File: config.mk
export PLATFORM = sky130hd
export DESIGN_NAME = touch_sample_averager_top
export DESIGN_NICKNAME = d
export VERILOG_FILES = /design/src/design/tsa_pkg.sv /design/src/design/tsa_cell.sv /design/src/design/tsa_map.sv /design/src/design/touch_sample_averager_top.sv
export SDC_FILE = /design/constraint.sdc
export NUM_CORES = 1
export LEC_CHECK = 0
export BUFFER_PORTS_ARGS = -buffer_cell sky130_fd_sc_hd__buf_2
export CORE_UTILIZATION = 30
export CTS_CLUSTER_DIAMETER = 50
export DETAILED_ROUTE_END_ITERATION = 12
export GPL_ROUTABILITY_DRIVEN = 0
export PLACE_DENSITY = 0.57
export SYNTH_ARGS = -nofsm -noshare
export SYNTH_HDL_FRONTEND = slang
export SYNTH_SLANG_ARGS = --single-unit
File: constraint.sdc
create_clock -name clk_i -period 23.3 [get_ports clk_i]
set_input_delay 1.165 -clock clk_i [delete_from_list [all_inputs] [get_ports clk_i]]
set_output_delay 1.165 -clock clk_i [all_outputs]
set_load 0.1 [all_outputs]
File: src/design/tsa_pkg.sv
// Shared constants for the touch sample averager.
// Holds field widths, status codes, register indexes and calibration windows.
// No dependencies; every other design file imports this package.
package tsa_pkg;

  localparam int RAW_W    = 10;
  localparam int OUT_W    = 10;
  localparam int STATUS_W = 2;

  localparam logic [STATUS_W-1:0] STATUS_RELEASED = 2'd0;
  localparam logic [STATUS_W-1:0] STATUS_FILLING  = 2'd1;
  localparam logic [STATUS_W-1:0] STATUS_VALID    = 2'd2;

  // Configuration port layout.
  localparam int PADDR_W = 3;
  localparam int IDX_W   = PADDR_W - 2;
  localparam logic [IDX_W-1:0] REG_THRESHOLD = 1'b0;
  localparam logic [RAW_W-1:0] THRESH_RESET  = 10'd940;

  // Default block parameters.
  localparam int DEF_SAMPLE_SHIFT  = 3;
  localparam int DEF_SCREEN_WIDTH  = 240;
  localparam int DEF_SCREEN_HEIGHT = 320;

  // Calibration windows in raw ADC units.
  localparam int WIN_Y_START = 148;
  localparam int WIN_Y_END   = 912;
  localparam int WIN_X_START = 87;
  localparam int WIN_X_END   = 891;
  localparam int WIN_Y_SPAN  = WIN_Y_END - WIN_Y_START;
  localparam int WIN_X_SPAN  = WIN_X_END - WIN_X_START;

  // Output clamp range.
  localparam int OUT_MIN = -128;
  localparam int OUT_MAX = 511;

  // Mapping datapath widths. The scaled magnitude stays below 2^NUM_W for any
  // screen size up to 1024, and the quotient fits Q_W bits for these windows.
  localparam int SCALE_W   = 11;
  localparam int NUM_W     = 20;
  localparam int REC_SHIFT = 20;
  localparam int Q_W       = 11;
  localparam int RES_W     = 13;

endpackage

File: src/design/tsa_cell.sv
// One cell of the sample chain: holds one raw (x, y) pair.
// Passes its pair to the next cell on a shift and adds it to the running sums.
// Depends on tsa_pkg.
module tsa_cell import tsa_pkg::*; #(
  parameter int SUM_W = RAW_W + DEF_SAMPLE_SHIFT
) (
  input  logic             clk_i,
  input  logic             shift_i,
  input  logic [RAW_W-1:0] x_i,
  input  logic [RAW_W-1:0] y_i,
  output logic [RAW_W-1:0] x_o,
  output logic [RAW_W-1:0] y_o,
  input  logic [SUM_W-1:0] sum_x_i,
  input  logic [SUM_W-1:0] sum_y_i,
  output logic [SUM_W-1:0] sum_x_o,
  output logic [SUM_W-1:0] sum_y_o
);

  logic [RAW_W-1:0] x_q;
  logic [RAW_W-1:0] y_q;

  always_ff @(posedge clk_i) begin
    if (shift_i) begin
      x_q <= x_i;
      y_q <= y_i;
    end
  end

  assign x_o     = x_q;
  assign y_o     = y_q;
  assign sum_x_o = sum_x_i + SUM_W'(x_q);
  assign sum_y_o = sum_y_i + SUM_W'(y_q);

endmodule

File: src/design/tsa_map.sv
// Calibration pipeline for one screen axis: offset, scale, divide, optional flip, clamp.
// The divide by the window span is a reciprocal multiply with one correction.
// Depends on tsa_pkg.
module tsa_map import tsa_pkg::*; #(
  parameter int WIN_START = WIN_Y_START,
  parameter int WIN_SPAN  = WIN_Y_SPAN,
  parameter int SCALE     = DEF_SCREEN_WIDTH,
  parameter bit INVERT    = 1'b0
) (
  input  logic                    clk_i,
  input  logic                    en_i,
  input  logic [RAW_W-1:0]        avg_i,
  output logic signed [OUT_W-1:0] coord_o
);

  localparam int SPAN_W  = $clog2(WIN_SPAN + 1);
  localparam int RECIP   = (1 << REC_SHIFT) / WIN_SPAN;
  localparam int RECIP_W = $clog2(RECIP + 1);
  localparam int BACK_W  = Q_W + SPAN_W;

  localparam logic signed [RAW_W:0]   START_S = (RAW_W + 1)'(WIN_START);
  localparam logic [SCALE_W-1:0]      SCALE_U = SCALE_W'(SCALE);
  localparam logic [RECIP_W-1:0]      RECIP_U = RECIP_W'(RECIP);
  localparam logic [SPAN_W-1:0]       SPAN_U  = SPAN_W'(WIN_SPAN);
  localparam logic signed [RES_W-1:0] SCALE_S = RES_W'(SCALE);
  localparam logic signed [RES_W-1:0] RES_MIN = RES_W'(OUT_MIN);
  localparam logic signed [RES_W-1:0] RES_MAX = RES_W'(OUT_MAX);

  // Stage a: signed offset, magnitude times the screen size.
  logic signed [RAW_W:0]       diff;
  logic [RAW_W-1:0]            mag;
  logic [RAW_W+SCALE_W-1:0]    prod;
  logic [NUM_W-1:0]            num_a_q;
  logic                        neg_a_q;

  assign diff = $signed({1'b0, avg_i}) - START_S;
  assign mag  = diff[RAW_W] ? RAW_W'(-diff) : diff[RAW_W-1:0];
  assign prod = mag * SCALE_U;

  always_ff @(posedge clk_i) begin
    if (en_i) begin
      num_a_q <= prod[NUM_W-1:0];
      neg_a_q <= diff[RAW_W];
    end
  end

  // Stage b: quotient estimate, at most one below the true quotient.
  logic [NUM_W+RECIP_W-1:0] est_full;
  logic [Q_W-1:0]           qest_q;
  logic [NUM_W-1:0]         num_b_q;
  logic                     neg_b_q;

  assign est_full = num_a_q * RECIP_U;

  always_ff @(posedge clk_i) begin
    if (en_i) begin
      qest_q  <= Q_W'(est_full >> REC_SHIFT);
      num_b_q <= num_a_q;
      neg_b_q <= neg_a_q;
    end
  end

  // Stage c: remainder check fixes the estimate.
  logic [BACK_W-1:0] back;
  logic [BACK_W-1:0] rem;
  logic [Q_W-1:0]    q_q;
  logic              neg_c_q;

  assign back = qest_q * SPAN_U;
  assign rem  = BACK_W'(num_b_q) - back;

  always_ff @(posedge clk_i) begin
    if (en_i) begin
      q_q     <= (rem >= BACK_W'(SPAN_U)) ? qest_q + 1'b1 : qest_q;
      neg_c_q <= neg_b_q;
    end
  end

  // Stage d: restore the sign (truncation toward zero), flip, clamp.
  logic signed [RES_W-1:0] q_s;
  logic signed [RES_W-1:0] val;
  logic signed [RES_W-1:0] res;
  logic signed [OUT_W-1:0] coord_q;

  assign q_s = $signed(RES_W'(q_q));
  assign val = neg_c_q ? -q_s : q_s;

  always_comb begin
    if (INVERT) begin
      res = SCALE_S - val;
    end else begin
      res = val;
    end
  end

  always_ff @(posedge clk_i) begin
    if (en_i) begin
      if (res < RES_MIN) begin
        coord_q <= RES_MIN[OUT_W-1:0];
      end else if (res > RES_MAX) begin
        coord_q <= RES_MAX[OUT_W-1:0];
      end else begin
        coord_q <= res[OUT_W-1:0];
      end
    end
  end

  assign coord_o = coord_q;

endmodule

File: src/design/touch_sample_averager_top.sv
// Touch sample averager: input control, sample chain, two axis mappers.
// Depends on tsa_pkg, tsa_cell and tsa_map.
//
// Usage: each request on the input channel (in_valid_i, raw_x_i, raw_y_i) is a
// raw touch ADC pair. A raw y below the touch threshold register counts as
// touched and is shifted into a chain of 2^SAMPLE_SHIFT cells; a raw y at or
// above it releases the panel and clears the fill count. Every request gives
// exactly one result request: point_status_o (released, filling, valid) with
// screen_x_o and screen_y_o, which are zero unless the status is valid. From
// the (2^SAMPLE_SHIFT + 1)-th consecutive touched pair onward the chain is
// averaged and mapped onto screen coordinates, clamped to -128..511.
// Throughput is one request per cycle unless out_stall_i holds a result. A
// request passes the average register (sums the cell chain) and four mapping
// stages (offset and scale multiply, reciprocal multiply, correction, clamp).
// When out_stall_i holds a waiting result, the whole pipeline freezes and
// in_stall_o rises; no request is lost or repeated. Reset empties the pipeline,
// clears the fill count and sets the threshold to 940; cell contents are not
// cleared, since a valid point is only formed from pairs written after reset.
// The threshold register sits at byte address 0 of the APB port.
module touch_sample_averager_top import tsa_pkg::*; #(
  parameter int SAMPLE_SHIFT  = DEF_SAMPLE_SHIFT,
  parameter int SCREEN_WIDTH  = DEF_SCREEN_WIDTH,
  parameter int SCREEN_HEIGHT = DEF_SCREEN_HEIGHT
) (
  input  logic                    clk_i,
  input  logic                    rst_ni,
  input  logic                    in_valid_i,
  output logic                    in_stall_o,
  input  logic [RAW_W-1:0]        raw_x_i,
  input  logic [RAW_W-1:0]        raw_y_i,
  output logic                    out_valid_o,
  input  logic                    out_stall_i,
  output logic [STATUS_W-1:0]     point_status_o,
  output logic signed [OUT_W-1:0] screen_x_o,
  output logic signed [OUT_W-1:0] screen_y_o,
  input  logic                    psel,
  input  logic                    penable,
  input  logic                    pwrite,
  input  logic [PADDR_W-1:0]      paddr,
  input  logic [31:0]             pwdata,
  output logic [31:0]             prdata,
  output logic                    pready
);

  localparam int DEPTH  = 1 << SAMPLE_SHIFT;
  localparam int SUM_W  = RAW_W + SAMPLE_SHIFT;
  localparam int CNT_W  = $clog2(DEPTH + 2);
  localparam int STAGES = 6;
  localparam logic [CNT_W-1:0] CNT_MAX = CNT_W'(DEPTH + 1);

  // Configuration register.
  logic [RAW_W-1:0] thr_q;
  logic [IDX_W-1:0] reg_idx;
  logic             cfg_wr;

  assign pready  = 1'b1;
  assign reg_idx = paddr[PADDR_W-1:2];
  assign cfg_wr  = psel && penable && pwrite && pready;

  always_ff @(posedge clk_i or negedge rst_ni) begin
    if (!rst_ni) begin
      thr_q <= THRESH_RESET;
    end else if (cfg_wr && reg_idx == REG_THRESHOLD) begin
      thr_q <= pwdata[RAW_W-1:0];
    end
  end

  always_comb begin
    unique case (reg_idx)
      REG_THRESHOLD: prdata = 32'(thr_q);
      default:       prdata = '0;
    endcase
  end

  // Handshake and pipeline advance.
  logic advance;
  logic accept;
  logic [STAGES-1:0] vld_q;

  assign advance    = !vld_q[STAGES-1] || !out_stall_i;
  assign accept     = in_valid_i && advance;
  assign in_stall_o = !advance;

  // Touch detection and fill count.
  logic                touched;
  logic [CNT_W-1:0]    cnt_q;
  logic [CNT_W-1:0]    cnt_inc;
  logic [STATUS_W-1:0] status_in;

  assign touched = raw_y_i < thr_q;
  assign cnt_inc = (cnt_q == CNT_MAX) ? cnt_q : cnt_q + 1'b1;

  always_comb begin
    if (!touched) begin
      status_in = STATUS_RELEASED;
    end else if (cnt_inc == CNT_MAX) begin
      status_in = STATUS_VALID;
    end else begin
      status_in = STATUS_FILLING;
    end
  end

  always_ff @(posedge clk_i or negedge rst_ni) begin
    if (!rst_ni) begin
      cnt_q <= '0;
    end else if (accept) begin
      cnt_q <= touched ? cnt_inc : '0;
    end
  end

  // Valid and status travel alongside the datapath.
  logic [STAGES-1:0][STATUS_W-1:0] st_q;

  always_ff @(posedge clk_i or negedge rst_ni) begin
    if (!rst_ni) begin
      vld_q <= '0;
    end else if (advance) begin
      vld_q <= {vld_q[STAGES-2:0], accept};
    end
  end

  always_ff @(posedge clk_i) begin
    if (advance) begin
      st_q <= {st_q[STAGES-2:0], status_in};
    end
  end

  // Sample chain: new pair enters at cell 0, sums ripple down the row.
  logic [RAW_W-1:0] link_x [DEPTH+1];
  logic [RAW_W-1:0] link_y [DEPTH+1];
  logic [SUM_W-1:0] sum_x  [DEPTH+1];
  logic [SUM_W-1:0] sum_y  [DEPTH+1];
  logic             shift;

  assign shift     = accept && touched;
  assign link_x[0] = raw_x_i;
  assign link_y[0] = raw_y_i;
  assign sum_x[0]  = '0;
  assign sum_y[0]  = '0;

  for (genvar g = 0; g < DEPTH; g++) begin : g_cell
    tsa_cell #(
      .SUM_W (SUM_W)
    ) u_cell (
      .clk_i   (clk_i),
      .shift_i (shift),
      .x_i     (link_x[g]),
      .y_i     (link_y[g]),
      .x_o     (link_x[g+1]),
      .y_o     (link_y[g+1]),
      .sum_x_i (sum_x[g]),
      .sum_y_i (sum_y[g]),
      .sum_x_o (sum_x[g+1]),
      .sum_y_o (sum_y[g+1])
    );
  end

  // Averages of the chain contents, registered once the cells hold the new pair.
  logic [RAW_W-1:0] avg_x_q;
  logic [RAW_W-1:0] avg_y_q;

  always_ff @(posedge clk_i) begin
    if (advance) begin
      avg_x_q <= sum_x[DEPTH][SUM_W-1:SAMPLE_SHIFT];
      avg_y_q <= sum_y[DEPTH][SUM_W-1:SAMPLE_SHIFT];
    end
  end

  // Screen column follows raw y; screen row follows raw x inversely.
  logic signed [OUT_W-1:0] col;
  logic signed [OUT_W-1:0] row;

  tsa_map #(
    .WIN_START (WIN_Y_START),
    .WIN_SPAN  (WIN_Y_SPAN),
    .SCALE     (SCREEN_WIDTH),
    .INVERT    (1'b0)
  ) u_map_col (
    .clk_i   (clk_i),
    .en_i    (advance),
    .avg_i   (avg_y_q),
    .coord_o (col)
  );

  tsa_map #(
    .WIN_START (WIN_X_START),
    .WIN_SPAN  (WIN_X_SPAN),
    .SCALE     (SCREEN_HEIGHT),
    .INVERT    (1'b1)
  ) u_map_row (
    .clk_i   (clk_i),
    .en_i    (advance),
    .avg_i   (avg_x_q),
    .coord_o (row)
  );

  logic point_ok;

  assign point_ok       = st_q[STAGES-1] == STATUS_VALID;
  assign out_valid_o    = vld_q[STAGES-1];
  assign point_status_o = st_q[STAGES-1];
  assign screen_x_o     = point_ok ? col : '0;
  assign screen_y_o     = point_ok ? row : '0;

  // Checks on the fill count, the pipeline control and the result status.
  a_cnt_range: assert property (@(posedge clk_i) disable iff (!rst_ni)
    cnt_q <= CNT_MAX)
    else $error("fill count beyond saturation");

  a_release_clears: assert property (@(posedge clk_i) disable iff (!rst_ni)
    accept && !touched |=> cnt_q == '0)
    else $error("release did not clear the fill count");

  a_saturate: assert property (@(posedge clk_i) disable iff (!rst_ni)
    accept && touched && cnt_q == CNT_MAX |=> cnt_q == CNT_MAX)
    else $error("fill count left saturation while touched");

  a_stall_cause: assert property (@(posedge clk_i) disable iff (!rst_ni)
    in_stall_o |-> out_valid_o && out_stall_i)
    else $error("input stalled without a blocked result");

  a_status_code: assert property (@(posedge clk_i) disable iff (!rst_ni)
    out_valid_o |-> (point_status_o == STATUS_RELEASED ||
                     point_status_o == STATUS_FILLING ||
                     point_status_o == STATUS_VALID))
    else $error("result carries an unknown status");

endmodule

## Yosys cells after proc, flatten, opt, wreduce, memory -nomap -nowiden

Cells that the tools add are included.

- Flip-flop bits (word level): 336
- Input port bits: 62
- Output and inout port bits: 57
- Word-level logic and storage cells: 113

- Add/subtract/negate cells: 26
- Multiply operators: 6
- Order comparisons: 7
- Eq/ne operators: 3
- Muxes and demuxes: 14
- Bitwise gates (word level): 1
- Reductions and logical operators: 11

Operators by type and width:

| kind | number |
|---|---|
| $add 13x10->13 | 8 |
| $mux 10 | 7 |
| $ge 21x10->1 const B | 2 |
| $mul 11x8->19 const B | 2 |
| $add 12x10->13 | 2 |
| $gt 13x10->1 const B | 2 |
| $lt 13x8->1 const B | 2 |
| $mux 13 | 2 |
| $neg 11->13 | 2 |
| $add 11x10->12 | 2 |
| $mul 14x9->23 const B | 1 |
| $add 10x10->11 | 2 |
| $add 11x1->11 const B | 2 |
| $mux 11 | 2 |
| $mul 13x8->21 const B | 1 |
| $sub 18x21->21 | 1 |
| $sub 19x21->21 | 1 |
| $neg 10->10 | 2 |
| $mul 10x4->14 const B | 1 |
| $mul 10x3->13 const B | 1 |
| $sub 10x13->13 const A | 1 |
| $sub 10x7->11 const B | 1 |
| $sub 10x8->11 const B | 1 |
| $lt 10x10->1 | 1 |
| 10 further kinds | 19 |

## Longest topological paths before layout

Gate-level depths: netlist (run 1).

- Word-level depth: 7
- Gate-level depth with buffers: 30

## Hierarchy

From an unflattened synthesis (run 1), not the netlist that was laid out.

- Cell total of the unflattened synthesis: 3,007
- Area total of the unflattened synthesis: 31,433.9 µm²

Modules (own cells, without submodules):

| module | times used | cells each | area an instance (µm²) | sequential area each (µm²) |
|---|---|---|---|---|
| tsa_cell (g_cell[0].u_cell ...) | 7 | 152 | 1,597.8 | 600.6 |
| tsa_map (u_map_col) | 1 | 839 | 8,667.1 | 1,801.7 |
| tsa_map (u_map_row) | 1 | 763 | 7,553.5 | 1,801.7 |
| touch_sample_averager_top | 1 | 195 | 2,471.1 | 1,468.9 |
| tsa_cell (g_cell[4].u_cell) | 1 | 146 | 1,557.7 | 600.6 |

## Worst setup path before layout (run 1)

Ideal clock, no wire load.

- Path type: input to register
- From: input out_stall_i
- To: register cnt_q[3]
- Library setup time: 0.104 ns
- Arrival time: 12.364 ns
- Slack: 10.832 ns
- Stages: 4
- Cells stage by stage: nand2_1 -> nand2_1 -> nor2_1 -> a22o_1

- Word-level cells in the longest chain between the ends: 3

Ends and longest elaborated chain:

| what | RTL line | RTL |
|---|---|---|
| start: declaration | touch_sample_averager_top.sv:32 | `input logic out_stall_i,` |
| $logic_not 1->1 | touch_sample_averager_top.sv:80 | `assign advance = !vld_q[STAGES-1] \|\| !out_stall_i;` |
| $logic_or 1x1->1 | touch_sample_averager_top.sv:80 |  |
| $logic_and 1x1->1 | touch_sample_averager_top.sv:81 | `assign accept = in_valid_i && advance;` |
| end signal: assignment | touch_sample_averager_top.sv:107 | `cnt_q <= touched ? cnt_inc : '0;` |
| end: declaration | touch_sample_averager_top.sv:86 | `logic [CNT_W-1:0] cnt_q;` |

No other way between the ends.
A chain may end at the register's enable or synchronous reset.

## Worst setup path in the final report (run 1)

- From: register u_map_col.qest_q[4]
- To: register u_map_col.q_q[4] (data pin)

- Word-level cells in the longest chain between the ends: 4

Ends and longest elaborated chain:

| what | RTL line | RTL |
|---|---|---|
| start: declaration | tsa_map.sv:49 | `logic [Q_W-1:0] qest_q;` |
| start signal: assignment | tsa_map.sv:57 | `qest_q <= Q_W'(est_full >> REC_SHIFT);` |
| $mul 11x8->19 | tsa_map.sv:69 | `assign back = qest_q * SPAN_U;` |
| $sub 18x21->21 | tsa_map.sv:70 | `assign rem = BACK_W'(num_b_q) - back;` |
| $ge 21x10->1 | tsa_map.sv:74 | `q_q <= (rem >= BACK_W'(SPAN_U)) ? qest_q + 1'b1 : qest_q;` |
| $mux 11 * | tsa_map.sv:74 |  |
| end signal: assignment | tsa_map.sv:74 |  |
| end: declaration | tsa_map.sv:66 | `logic [Q_W-1:0] q_q;` |

Every way passes the cells marked *; elsewhere a longest branch is shown, timed or not.

==> impl_metrics.py, run 1 <==
metrics = {
    "cts": {
        "clockRootBuffer": "clkbuf_16",
        "post-cts-setup-buffers": 0,
        "cts_buffers": 55,
        "clk_latency_ns": 0.63,
        "cts_hold_buf": 0,
        "cts-resized-gates": 0,
        "cts_tree": "built",
        "cts_sinks": 332,
        "h-tree-depth": 2,
        "cts.clk_slew.worst_paths_ns": 0.06,
        "cts_max_path_buffers": 3,
    },
    "timing": {
        "tns_ns": 0,
        "hold_violations": 0,
        "report.final.slew_viol_count": 0,
        "rsz0062_at_grt": "false",
        "max_freq_ghz": 0.130,
        "slew_headroom_pct": 30.5,
        "fin_crit_ns": 7.71,
        "worst_slew_pin_slew_ns": 1.04,
        "fin_crit_sh_pct": 33.1,
        "clock_skew_ns": 0.0538,
        "setup_viol_count_final": 0,
    },
    "global_route": {
        "grt_pass1_wl_mm": 78.5,
        "antenna_found_initial": 1,
        "grt_overflow": 0,
        "grt_pass1_vias": 16900,
        "track_usage_pct": 10.5,
        "grt_max_degree": 81,
    },
    "cells_and_area": {
        "antenna_cells": 0,
        "area_delta_synth_final_pct": 14.1,
        "nFillCells": 8458,
        "num-nets-final": 2950,
        "drive_above_1_share_pct": 9.25,
    },
    "floorplan": {
        "io_pins": 119,
        "die_x_um": 297,
        "dieArea_um2": 88200,
        "initial_core_util_pct": 30.5,
        "rows": 107,
        "die_h_um": 297,
        "core-area_um2": 85700,
    },
    "synth": {
        "yosys.area.top_type_share_pct": 35.9,
        "synth_ff_type": "edfxtp_1",
        "synth_edf_count": 312,
        "synth.ff_latch_count": 332,
        "yosysTopAreaCell": "edfxtp_1",
        "syn_inst": 2207,
        "ys_top_cells_by_area": "edfxtp_1 (36%), fa_1 (18%), ha_1 (16%)",
        "ys_warn_count": 0,
        "syn_avg_cell_area_um2": 11.8,
        "ys_types": 86,
        "ys_seq_area_share_pct": 37.8,
        "netlist_area_um2": 26100,
        "async_reset_ff_share_pct": 6.02,
    },
    "route": {
        "routed_wl_mm": 45.2,
        "num_vias": 15600,
        "ant_nets": 0,
        "drt_first_pass_iters": 5,
        "via_per_inst": 4.45,
        "wl_per_cell_um": 12.9,
        "remaining_drc_errors": 0,
        "drtIter0Drc": 619,
    },
    "critical_path": {
        "crit_required_ns": 23.60,
        "worst-endpoint-arrival_ns": 8.01,
        "path_max_fanout": 12,
        "critPathKind": "reg2reg",
        "crit_path_end_kind": "flop",
        "start_kind": "flop",
    },
    "placement": {
        "post-dp-hpwl_mm": 35.7,
        "portBuffers": 71,
    },
    "worst_hold_path": {
        "min_path_type": "reg2reg",
    },
    "outcome": {
        "status": "complete, no violations",
    },
    "flow_run": {
        "drv.max_cap_violation_count": 0,
    },
}
==> layout by cell type, fill, tap and decap left out, types with 15 or more instances in the layout <==
cell type,instances
mux2_2,15
inv_1,394
nor2_1,101
clkbuf_16,55
nand3_1,25
and2_1,29
nand2b_1,28
ha_1,332
nand2_1,75
a21oi_1,76
conb_1,23
o21ai_0,60
edfxtp_1,312
nor2b_1,22
fa_1,235
nor3_1,32
buf_2,71
o21a_1,27
a21o_1,41
xor2_1,45
xnor2_1,89
==> synth_stat cells, types with 10 or more instances <==
master	count
inv_1	394
ha_1	332
edfxtp_1	312
fa_1	235
nor2_1	102
xnor2_1	89
a21oi_1	76
nand2_1	76
o21ai_0	60
xor2_1	45
a21o_1	41
nor3_1	32
and2_1	29
nand2b_1	28
o21a_1	27
buf_4	25
nand3_1	25
nor2b_1	22
mux2_2	15
a211oi_1	14
dfrtp_1	14
o21bai_1	14
mux2i_1	13
o211ai_1	11
o21ai_1	10
==> final cells by class <==
cell class / count / area (um^2) / area share (%)
clock buffer: 61 / 1410 / 4.73
clock inverter: 42 / 608 / 2.04
inverter: 395 / 1480 / 4.98
multi-input combinational: 1462 / 14600 / 49.0
sequential: 332 / 9880 / 33.2
tap: 1144 / 1430 / 4.81
timing repair buffer: 75 / 385 / 1.29
==> per-layer routing <==
metal | up-vias | share of wire, % | GRT usage, %
met5 | - | 0 | 0
met1 | 7600 | 45 | 13.2
li1 | 7743 | - | -
met4 | 0 | 2.2 | 3.03
met2 | 215 | 49 | 18.2
met3 | 79 | 3.4 | 1.77
==> sequential cells by signal, summed over array words and instances (netlist names), 11 cells and up <==
register	cells
g_cell.u_cell.x_o	80
g_cell.u_cell.y_o	80
u_map_col.num_a_q	14
u_map_col.num_b_q	14
u_map_row.num_a_q	13
u_map_row.num_b_q	13
u_map_row.q_q	11
==> final timing paths <==
check	startpoint	to	slack, ns	cells after the start
worst max-delay path	u_map_col.qest_q[4]	u_map_col.q_q[4]	15.59	25
worst min-delay path	u_map_col.neg_b_q	u_map_col.neg_c_q	0.41	0
worst max register to register	u_map_col.qest_q[4]	u_map_col.q_q[4]	15.59	25
worst min register to register	u_map_col.neg_b_q	u_map_col.neg_c_q	0.41	0
max in group asynchronous	rst_ni	thr_q[7]	22.45	1
min in group asynchronous	rst_ni	thr_q[4]	0.50	1
==> worst max-delay path, stage by stage, from the launching register on <==
cell and delay, ns:
edfxtp_1 0.53, inv_1 0.24, fa_1 0.53, fa_1 0.50, inv_1 0.06, fa_1 0.54, inv_1 0.06, fa_1 0.54
inv_1 0.04, ha_1 0.31, o21a_1 0.12, a2111oi_0 0.62, o41ai_1 0.25, o21ai_0 0.20, nand2b_1 0.11, xnor2_1 0.15
ha_1 0.35, o311ai_0 0.15, a2111oi_0 0.36, o211ai_1 0.14, a211oi_1 0.25, nand4_1 0.12, a311oi_1 0.32, nand4_1 0.52
nand4_1 0.27, o211ai_1 0.12
==> logic make-up (layout without fill, tap and decap cells) <==
family	after synthesis	after routing	synth area share [%]
and+or+nand+nor	378	378	7.37
AOI/OAI and AO/OA	330	330	8.43
muxes	28	28	1.15
buffers and inverters	434	573	6.65
other	2	23	0.0288
DFF	332	332	37.8
adders and majority gates	567	567	33.9
xor gates and xnor gates	136	136	4.62
==> stage by stage <==
stage                     std cells  hold slack, ns  setup WS (ns)  util, %  cell area [um^2]
after global routing           3511           0.416          14.94     34.8             29800
after global placement         3408           0.406          15.62     32.4             27800
final                          3511           0.414          15.59     34.8             29800
after floorplan                2228           0.400          10.83        -             26200
after CTS                      3511           0.416          15.58     34.8             29800
after detailed placement       3408           0.405          15.63     32.4             27800
Power of run 1 is left out: the tool's default activity adds up to more than one toggle a clock period on the data nets, which glitch-free logic cannot reach.
==> inputs of run 2 (changes only) <==
==> constraint.sdc (replaced) <==
create_clock -name clk_i -period 7.15 [get_ports clk_i]
set_input_delay 0.3575 -clock clk_i [delete_from_list [all_inputs] [get_ports clk_i]]
set_output_delay 0.3575 -clock clk_i [all_outputs]
set_load 0.1 [all_outputs]
==> impl_metrics.py, run 2 (synthesis results as in run 1) <==
metrics = {
    "critical_path": {
        "r2r_cells": 27,
        "crit_path_end_kind": "flop",
        "crit_required_ns": 7.48,
        "r2r_slack_ns": 0.48,
        "r2r_start": "u_map_col.qest_q[3]",
        "start_kind": "flop",
        "r2r-end": "u_map_col.q_q[4]",
        "critPathKind": "reg2reg",
        "worst-endpoint-arrival_ns": 7.00,
        "path_max_fanout": 6,
    },
    "timing": {
        "report.final.slew_viol_count": 0,
        "rsz0062_at_grt": "false",
        "hold_violations": 0,
        "max_freq_ghz": 0.150,
        "fin_crit_sh_pct": 93.3,
        "tns_ns": 0,
        "fin_crit_ns": 6.67,
        "worst_slew_pin_slew_ns": 0.973,
        "setup_viol_count_final": 0,
        "timing.hold.ws_ns": 0.158,
        "clock_skew_ns": 0.0356,
        "slew_headroom_pct": 35.1,
    },
    "floorplan": {
        "core-area_um2": 85700,
        "initial_core_util_pct": 30.5,
        "io_pins": 119,
        "rows": 107,
        "die_h_um": 297,
        "die_x_um": 297,
        "dieArea_um2": 88200,
    },
    "route": {
        "remaining_drc_errors": 0,
        "routed_wl_mm": 46.1,
        "drtIter0Drc": 634,
        "wl_per_cell_um": 13.0,
        "ant_nets": 0,
        "drt_first_pass_iters": 5,
        "num_vias": 15900,
        "via_per_inst": 4.46,
    },
    "cts": {
        "clk_latency_ns": 0.61,
        "cts_tree": "built",
        "cts_max_path_buffers": 3,
        "h-tree-depth": 2,
        "cts.clk_slew.worst_paths_ns": 0.06,
        "clockRootBuffer": "clkbuf_16",
        "cts_buffers": 52,
        "cts_sinks": 332,
    },
    "worst_hold_path": {
        "hold-path-endpoint": "vld_q[0]",
        "hp-start": "in_valid_i",
        "min_path_type": "in2reg",
        "whs_path_depth": 3,
    },
    "flow_run": {
        "drv.max_cap_violation_count": 0,
    },
    "global_route": {
        "grt_max_degree": 161,
        "track_usage_pct": 10.6,
        "grt_overflow": 0,
        "grt_pass1_vias": 16900,
        "antenna_found_initial": 0,
        "grt_pass1_wl_mm": 79.2,
    },
    "cells_and_area": {
        "area_delta_synth_final_pct": 15.5,
        "drive_above_1_share_pct": 10.3,
        "num-nets-final": 2997,
        "layout_commonest_cell": "inv_1",
        "layout_common_cells": "inv_1 (391), ha_1 (330), edfxtp_1 (312)",
    },
    "outcome": {
        "status": "complete, no violations",
    },
    "placement": {
        "post-dp-hpwl_mm": 35.9,
        "portBuffers": 71,
    },
}
run 2: changes by cell type in the layout (fill, tap and decap cells not counted), moves of 3 or more:
cell	delta
inv_6	+5
a21oi_1	-5
dlygate4sd3_1	+31
bufinv_16	-5
buf_4	+15
a21oi_2	+5
inv_1	-3
clkbuf_1	-4
run 2: critical path: stages (launching register included):
cell       delay, ns
edfxtp_1        0.48
buf_6           0.18
fa_1            0.36
inv_1           0.08
fa_1            0.42
fa_1            0.47
fa_1            0.54
inv_1           0.04
ha_1            0.31
inv_1           0.12
o21ai_1         0.12
a2111oi_1       0.39
buf_4           0.19
o41ai_4         0.08
o21ai_0         0.16
nand2b_1        0.09
xnor2_1         0.15
ha_1            0.35
o311ai_0        0.14
a2111oi_1       0.37
o211ai_1        0.17
a211oi_2        0.21
nand4_1         0.11
a311oi_1        0.20
nand4_1         0.27
buf_6           0.23
nand4_1         0.08
o211ai_1        0.09
run 2: area by class of cell:
class / instances / area (um^2)
well taps: 1144 / 1430
diodes: 1 / 2.50
clock inverters: 41 / 464
multi-input cells: 1462 / 14700
clock buffers: 56 / 1360
flip-flops and latches: 332 / 9880
repair buffers: 125 / 856
inverters: 395 / 1490
fillers: 8398 / 55500
run 2: worst max path at each step:
stage	end	from	cells past startpoint
after floorplan	u_map_col.q_q[4]	u_map_col.qest_q[5]	26
after detailed placement	u_map_col.q_q[4]	u_map_col.qest_q[1]	30
final	u_map_col.q_q[4]	u_map_col.qest_q[3]	27
after global routing	u_map_col.q_q[4]	u_map_col.qest_q[1]	27
after CTS	u_map_col.q_q[4]	u_map_col.qest_q[1]	30
after global placement	u_map_col.q_q[4]	u_map_col.qest_q[1]	30
run 2: what timing repair did:
item | 4_1_cts | 5_1_grt
endpoints found under the setup margin | 0 | 10
buffers inserted | 0 | 8
gates resized for setup | 0 | 22
hold endpoints to repair | 50 | 0
hold buffers | 31 | 0
run 2: per-layer routing:
layer / vias up / global-route usage (%) / wire [um]
li1: 7864 / - / -
met1: 7715 / 13.8 / 21700
met2: 216 / 18.1 / 21800
met3: 70 / 1.85 / 1620
met4: 0 / 3.11 / 973
met5: - / 0 / 0
run 2: per-stage QoR:
stage / instance area, um^2 / cells / worst slack (ns) / util (%)
2_1_floorplan: 26200 / 2228 / 0.644 / -
3_3_place_gp: 27900 / 3418 / 0.293 / 32.5
3_5_place_dp: 27900 / 3418 / 0.163 / 32.5
4_1_cts: 30000 / 3546 / 0.153 / 35.0
5_1_grt: 30100 / 3555 / 0.0208 / 35.2
6_report: 30100 / 3556 / 0.482 / 35.2
Power of run 2 is left out for the same reason.
